## config.mk

```make
export PLATFORM = sky130hd
export DESIGN_NAME = page_allocator_with_sleep_eviction
export DESIGN_NICKNAME = d
export VERILOG_FILES = /design/src/rtl/pgalloc_pkg.sv /design/src/rtl/pgalloc_mul.sv /design/src/rtl/page_allocator_with_sleep_eviction.sv
export SDC_FILE = /design/constraint.sdc
export NUM_CORES = 1
export LEC_CHECK = 0
export BUFFER_PORTS_ARGS = -buffer_cell sky130_fd_sc_hd__buf_2
export CORE_MARGIN = 10
export CORE_UTILIZATION = 56
export CTS_CLUSTER_DIAMETER = 30
export CTS_CLUSTER_SIZE = 10
export DETAILED_ROUTE_END_ITERATION = 16
export PLACE_DENSITY_LB_ADDON = 0.3
export SLEW_MARGIN = 20
export SYNTH_ARGS = -nofsm -noshare
export SYNTH_HDL_FRONTEND = slang
export SYNTH_SLANG_ARGS = --single-unit
```

## constraint.sdc

```tcl
create_clock -name i_clk -period 19 [get_ports i_clk]
set_input_delay 0.95 -clock i_clk [delete_from_list [all_inputs] [get_ports i_clk]]
set_output_delay 0.95 -clock i_clk [all_outputs]
set_load 0.01 [all_outputs]
```

## src/rtl/pgalloc_pkg.sv

```systemverilog
// Shared constants and types of the page allocator
`default_nettype none
package pgalloc_pkg;
    localparam int PAGES_DEF = 32;
    localparam int PROCS_DEF = 16;
    localparam int ID_W = 10;
    localparam int SIZE_W = 11;
    localparam int PSZ_W = 7;
    localparam int FKB_W = 12;
    localparam logic [1:0] REQ_REG = 2'd0;
    localparam logic [1:0] REQ_ALLOC = 2'd1;
    localparam logic [1:0] REQ_READ = 2'd2;
    localparam logic [1:0] ST_OK = 2'd0;
    localparam logic [1:0] ST_NOSPACE = 2'd1;
    localparam logic [1:0] ST_FULL = 2'd2;
    typedef struct packed {
        logic [ID_W-1:0]   id;
        logic [SIZE_W-1:0] size;
        logic              sleeping;
        logic              evicted;
    } t_proc;
endpackage
`default_nettype wire

```

## src/rtl/pgalloc_mul.sv

```systemverilog
// Shared multiplier: free page count times page size, saturated to the output width
`default_nettype none
module pgalloc_mul
    import pgalloc_pkg::*;
#(
    parameter int CNT_W = 6
) (
    input  wire logic [CNT_W-1:0] i_cnt,
    input  wire logic [PSZ_W-1:0] i_psz,
    output logic      [FKB_W-1:0] o_kb
);
    logic [CNT_W+PSZ_W-1:0] w_prod;
    assign w_prod = (CNT_W+PSZ_W)'(i_cnt) * (CNT_W+PSZ_W)'(i_psz);
    always_comb begin
        if (w_prod > (CNT_W+PSZ_W)'({FKB_W{1'b1}})) o_kb = {FKB_W{1'b1}};
        else o_kb = FKB_W'(w_prod);
    end
endmodule
`default_nettype wire

```

## src/rtl/page_allocator_with_sleep_eviction.sv

```systemverilog
// Page allocator with eviction of sleeping processes (top level)
// Usage: pulse start with a request on i_req_type, i_owner_id, i_size_kb,
// i_sleeping and i_page_index while busy is low. The request is taken and
// busy rises; the result appears on the o_ ports with o_done, which is high
// for one cycle. Every request ends with a free page count over the whole
// page table. An allocate walks the page table one page per cycle: an
// initial count pass, then a check per process looked at plus a pass over
// the page table for each one evicted, then the first-fit pass and the
// final count. A new item may be taken in the cycle o_done is high.
// Page size is written with i_cfg_we and i_cfg_data; the user must write it
// only while idle, which the block itself does not enforce. 0 acts as 1.
// Reset clears the page table valid bits, process count and page pointer;
// process entries hold no reset value. The receiver cannot stall: o_done
// is high for a single cycle.
`default_nettype none
module page_allocator_with_sleep_eviction
    import pgalloc_pkg::*;
#(
    parameter int PAGES = PAGES_DEF,
    parameter int PROCS = PROCS_DEF
) (
    input  wire logic              i_clk,
    input  wire logic              i_rst_n,
    input  wire logic              start,
    output logic                   busy,
    input  wire logic              i_cfg_we,
    input  wire logic [PSZ_W-1:0]  i_cfg_data,
    input  wire logic [1:0]        i_req_type,
    input  wire logic [ID_W-1:0]   i_owner_id,
    input  wire logic [SIZE_W-1:0] i_size_kb,
    input  wire logic              i_sleeping,
    input  wire logic [4:0]        i_page_index,
    output logic                   o_done,
    output logic [1:0]             o_status,
    output logic [5:0]             o_pages_assigned,
    output logic [4:0]             o_processes_evicted,
    output logic [ID_W-1:0]        o_page_owner,
    output logic                   o_owner_valid,
    output logic [FKB_W-1:0]       o_free_kb
);
    localparam int PI_W = (PAGES > 1) ? $clog2(PAGES) : 1;
    localparam int PC_W = $clog2(PAGES + 1);
    localparam int RI_W = (PROCS > 1) ? $clog2(PROCS) : 1;
    localparam int RC_W = $clog2(PROCS + 1);

    typedef enum logic [3:0] {
        S_IDLE, S_REG, S_RD, S_CNT, S_CHK, S_EVP, S_EVSCAN, S_FIT, S_FCNT, S_OUT
    } t_state;

    t_state r_state;
    logic [PAGES-1:0]  r_used;
    logic [ID_W-1:0]   r_owner [PAGES];
    t_proc             r_proc [PROCS];
    logic [RC_W-1:0]   r_pcount;
    logic [PC_W-1:0]   r_ptr;
    logic [PSZ_W-1:0]  r_psz;
    logic [1:0]        r_type;
    logic [ID_W-1:0]   r_id;
    logic [SIZE_W-1:0] r_size;
    logic [4:0]        r_idx;
    logic [PC_W-1:0]   r_pi;
    logic [RC_W-1:0]   r_ri;
    logic [PC_W-1:0]   r_free;
    logic [SIZE_W:0]   r_need;
    logic [PC_W-1:0]   r_asg;
    logic [RC_W-1:0]   r_ev;
    logic [ID_W-1:0]   r_evid;
    logic [1:0]        r_st;
    logic [ID_W-1:0]   r_rown;
    logic              r_rval;
    logic [FKB_W-1:0]  w_kb;
    logic [PSZ_W-1:0]  w_psz;
    logic [PI_W-1:0]   w_pi;
    t_proc             w_pr;

    assign w_psz = (r_psz == '0) ? PSZ_W'(1) : r_psz;
    assign w_pi = r_pi[PI_W-1:0];
    assign w_pr = r_proc[r_ri[RI_W-1:0]];
    assign busy = (r_state != S_IDLE);

    pgalloc_mul #(.CNT_W(PC_W)) u_mul (.i_cnt(r_free), .i_psz(w_psz), .o_kb(w_kb));

    always_ff @(posedge i_clk) begin
        if (!i_rst_n) begin
            o_done <= 1'b0;
            r_state <= S_IDLE;
            r_used <= '0;
            r_pcount <= '0;
            r_ptr <= '0;
            r_psz <= PSZ_W'(1);
        end else begin
            o_done <= (r_state == S_OUT);
            if (i_cfg_we) r_psz <= i_cfg_data;
            case (r_state)
                S_IDLE: if (start) begin
                    r_type <= i_req_type; r_id <= i_owner_id; r_size <= i_size_kb;
                    r_idx <= i_page_index; r_pi <= '0; r_ri <= '0; r_free <= '0;
                    r_asg <= '0; r_ev <= '0; r_rown <= '0; r_rval <= 1'b0;
                    r_st <= (i_req_type == REQ_REG && r_pcount >= RC_W'(PROCS)) ?
                            ST_FULL : ST_OK;
                    r_need <= '0;
                    case (i_req_type)
                        REQ_REG: begin
                            if (r_pcount >= RC_W'(PROCS)) begin
                                r_state <= S_FCNT;
                            end else begin
                                r_proc[r_pcount[RI_W-1:0]] <= '{i_owner_id, i_size_kb,
                                                               i_sleeping, 1'b0};
                                r_pcount <= r_pcount + 1'b1;
                                r_state <= S_REG;
                            end
                        end
                        REQ_ALLOC: r_state <= S_CNT;
                        REQ_READ:  r_state <= S_RD;
                        default:   r_state <= S_FCNT;
                    endcase
                end
                S_REG: begin
                    // ceil(size/psz) by repeated addition, one page per cycle
                    if (r_need < (SIZE_W+1)'(r_size) && r_ptr < PC_W'(PAGES)) begin
                        r_used[r_ptr[PI_W-1:0]] <= 1'b1;
                        r_owner[r_ptr[PI_W-1:0]] <= r_id;
                        r_ptr <= r_ptr + 1'b1;
                        r_asg <= r_asg + 1'b1;
                        r_need <= r_need + (SIZE_W+1)'(w_psz);
                    end else r_state <= S_FCNT;
                end
                S_RD: begin
                    if (32'(r_idx) < PAGES && r_used[PI_W'(r_idx)]) begin
                        r_rval <= 1'b1; r_rown <= r_owner[PI_W'(r_idx)];
                    end
                    r_state <= S_FCNT;
                end
                S_CNT: begin
                    if (!r_used[w_pi]) r_free <= r_free + 1'b1;
                    if (r_pi == PC_W'(PAGES-1)) r_state <= S_CHK;
                    else r_pi <= r_pi + 1'b1;
                end
                S_CHK: begin
                    // compare free KB against the request, pick next evictable
                    r_pi <= '0;
                    if ((FKB_W)'(r_size) <= w_kb) r_state <= S_FIT;
                    else if (r_ri >= r_pcount || r_ri >= RC_W'(PROCS)) begin
                        r_st <= ST_NOSPACE; r_state <= S_FCNT;
                    end else if (w_pr.sleeping && !w_pr.evicted && w_pr.size != '0) begin
                        r_evid <= w_pr.id;
                        r_proc[r_ri[RI_W-1:0]].evicted <= 1'b1;
                        if (r_ev != '1) r_ev <= r_ev + 1'b1;
                        r_state <= S_EVSCAN;
                    end else r_ri <= r_ri + 1'b1;
                end
                S_EVSCAN: begin
                    if (r_used[w_pi] && r_owner[w_pi] == r_evid) begin
                        r_used[w_pi] <= 1'b0; r_free <= r_free + 1'b1;
                    end
                    if (r_pi == PC_W'(PAGES-1)) begin
                        r_ri <= r_ri + 1'b1; r_state <= S_CHK;
                    end else r_pi <= r_pi + 1'b1;
                end
                S_FIT: begin
                    if (r_need < (SIZE_W+1)'(r_size) && r_pi < PC_W'(PAGES)) begin
                        if (!r_used[w_pi]) begin
                            r_used[w_pi] <= 1'b1; r_owner[w_pi] <= r_id;
                            r_asg <= r_asg + 1'b1;
                            r_need <= r_need + (SIZE_W+1)'(w_psz);
                        end
                        r_pi <= r_pi + 1'b1;
                    end else begin
                        r_pi <= '0; r_free <= '0; r_state <= S_EVP;
                    end
                end
                S_EVP, S_FCNT: begin
                    // final free page count, then show the result
                    if (r_state == S_FCNT) begin
                        r_pi <= '0; r_free <= '0; r_state <= S_EVP;
                    end else begin
                        if (!r_used[w_pi]) r_free <= r_free + 1'b1;
                        if (r_pi == PC_W'(PAGES-1)) r_state <= S_OUT;
                        else r_pi <= r_pi + 1'b1;
                    end
                end
                S_OUT: begin
                    o_status <= r_st;
                    o_pages_assigned <= 6'(r_asg);
                    o_processes_evicted <= (r_ev > RC_W'(31)) ? 5'd31 : 5'(r_ev);
                    o_page_owner <= r_rown;
                    o_owner_valid <= r_rval;
                    o_free_kb <= w_kb;
                    r_state <= S_IDLE;
                end
                default: r_state <= S_IDLE;
            endcase
        end
    end
endmodule
`default_nettype wire

```

==> out/summary.txt <==
FF/Latch Area: 25800 um2
Sequential share of the synthesized area: 65.1%
TNS Setup: 0 ps
CTS tree: yes
Final ANT Viol Nets: 0
Pwr Density: 140 nW/um2
Ports: 78
Commonest cells after routing, fill and taps aside: edfxtp_1 (813), mux4_2 (225), nor2_1 (193)
Setup Viol. Count Final: 0
Count of buffers from port buffering: 77
Worst Setup End Kind: register
Crit Path Max Fanout: 25
Hpwl dp: 62.1 mm
Most used cell, CP: fa_1
Worst vdd ir: 0.141 mV
Yosys top cell by area: edfxtp_1
CTS Root Cell: clkbuf_16
Synth Flop Type: edfxtp_1
Initial antenna violation count: 1
Leading cell type in the layout, fill and taps excluded: edfxtp_1
Seq cells post-synth: 882
Post-CTS Repair Setup Buffers: 0
RSZ-0062 raised after global routing: no
Final period utilization: 46.6%
Async set-reset flop share out of synthesis: 0%
ANT cells: 0
DR iter-0 viols: 2777
Fin crit period: 8850 ps
Drt first pass iters: 5
Slowest CP cell: nand3_1
Slew margin rel.: 12.6%
Req. time, crit path: 19420 ps
Synth Instances: 2475
Nets: 2781
Vias in the first global route: 24.7k
Syn Std Cell Area: 39600 um2
Grt total ovfl: 0
H-tree lvl count: 4
Top post-synthesis cells by area: edfxtp_1 (62%), mux4_2 (13%), dfxtp_1 (3.5%)
Top Family by Delay on Critical Path: simple AND/OR/NAND/NOR gates
Area of the multi-input gates: 13000 um2
Die X: 286 um
CTS sink count: 882
GRT Total Usage: 24.9%
Drt via density: 6.49
Core box area: 70000 um2
Clk slew on worst S/H paths: 50 ps
Layout cells sized above 1: 25.0%
Mapped Nets: 2606
Path type of the worst min-delay path: input pin to register
Setup CP Type: register to register
Die ar.: 81700 um2
Fmax: 113 MHz
Tot Pwr: 6.53 mW
Avg Cell Area, Syn: 16.0 um2
DRC Markers: 0
Clock latency on the worst-skew pair: 740 ps
First-pass GRT wire length: 153 mm
TritonCTS Buffers: 158
EDFF count, synth: 813
WL per Instance: 27.3 um
Largest net degree at the start of global routing: 69
Area share of the largest cell type after synthesis: 61.7%
P&R area growth vs syn: 17.7%
Max-Cap Viols: 0
CP Launch Type: register
Rows: 97
Starting Density: 56.5%
Slew @ Worst Pin: 1300 ps
Max Slew Vio Count: 0
Post-Route WL: 102 mm
Worst-path cell chain: nor4_1, a21o_1, nand2_1, fa_1, fa_1, fa_1, inv_1, ha_1, a21oi_1, o21ai_0, a31oi_1, xnor2_2, nor2_1, ha_1, nor2b_1, o21a_1, o21a_1, o211ai_1, and3_1, nor4_4, nand3_1, or3_1, a21oi_2, buf_4
Via count: 24.1k
Lkg Pwr: 15.8 nW
Post-CTS sizing: 0
Hold_buf cts: 0
Synth warn: 0
Filler cell count: 4606
Clk buf depth: 3
Crit-path max cell delay: 960 ps
Gpl congestion: 0.919
Synth cell types: 72
Clock Skew: 32.4 ps
Buffers plus inverters on the worst setup path: 2
Die H: 286 um
CP arrival: 9270 ps
Fin. Hold Viols: 0
Status: complete, no violations
[synthesized netlist by cell type (all sizes together), types with 43 or more instances]
master / number
a21oi: 71
clkbuf: 79
nand2: 114
nor2: 197
inv: 92
mux2i: 92
dfxtp: 69
buf: 53
and2: 65
ha: 69
nor4: 44
nand3: 43
mux4: 225
edfxtp: 813
[metrics by stage]
step	std cells	util (%)	cell area, um2	hold slack [ps]	worst slack [ps]
floorplan	2475	-	39600	400	11060
global placement	3426	58.8	41200	404	10010
detailed placement	3427	58.8	41200	405	9720
CTS	3718	66.4	46500	381	9690
global route	3721	66.5	46600	395	9590
finish	3721	66.5	46600	411	10150
[layout make-up]
class	count	share of cell area (%)
sequential	882	55.4
multi-input combinational	1368	27.9
clock buffer	180	8.71
clock inverter	111	2.68
tap	940	2.52
timing repair buffer	147	2.02
inverter	93	0.749
[sequential cells by signal (all words and copies together) (netlist names), 4 cells and up, named ones only]
| signal | flops |
|---|---|
| r_used | 32 |
| r_size | 11 |
| r_idx | 5 |
| r_owner | 320 |
| r_free | 6 |
| r_psz | 7 |
| r_ev | 5 |
| r_state | 4 |
| r_pcount | 5 |
| r_ri | 5 |
| r_ptr | 6 |
| r_rown | 10 |
| o_free_kb | 12 |
| r_proc | 368 |
| r_need | 12 |
| o_page_owner | 10 |
| r_id | 10 |
| o_processes_evicted | 5 |
| r_pi | 6 |
| o_pages_assigned | 6 |
| r_asg | 6 |
| r_evid | 10 |
[worst register-to-register path: stages (launching register included)]
cell      delay (ps)
dfxtp_1          420
nor4_1           330
a21o_1           290
nand2_1          100
fa_1             520
fa_1             430
fa_1             500
inv_1             50
ha_1             320
a21oi_1          110
o21ai_0          310
a31oi_1          180
xnor2_2          550
nor2_1           140
ha_1             330
nor2b_1          130
o21a_1           120
o21a_1           110
o211ai_1          70
and3_1           220
nor4_4           480
nand3_1          960
or3_1            830
a21oi_2          700
buf_4            340
[kinds of logic after synthesis]
| kind of cell | synth area share [%] |
|---|---|
| AOI/OAI and AO/OA | 4.85 |
| xor gates and xnor gates | 0.995 |
| adders and majority gates | 3.29 |
| buffers and inverters | 2.36 |
| DFF | 65.1 |
| muxes | 15.8 |
| and+or+nand+nor | 7.60 |
[worst paths after layout]
path              depth (start not counted)  slack (ps)                         to                     from
hold reg to reg                           0         420  o_page_owner[1]$_DFFE_PP_  r_rown[1]$_SDFFCE_PN0P_
setup reg to reg                         24       10150    r_proc[8][17]$_DFFE_PP_    r_psz[1]$_SDFFE_PN0P_
hold / removal                            1         410         r_idx[1]$_DFFE_PP_          i_page_index[1]
setup / recovery                         24       10150    r_proc[8][17]$_DFFE_PP_    r_psz[1]$_SDFFE_PN0P_
[layer usage]
layer / global-route usage (%) / routed length (um) / vias to the layer above
li1: - / - / 10200
met1: 32.6 / 39500 / 12300
met2: 40.1 / 49100 / 1355
met3: 5.42 / 9010 / 261
met4: 10.7 / 3920 / 2
met5: 0 / 13 / -
[power by group]
group / switching, mW / internal [mW]
clock network: 0.997 / 1.77
registers: 0.188 / 2.25
logic: 0.742 / 0.588
total: 1.93 / 4.61
Power figures use the tool's default switching activity.
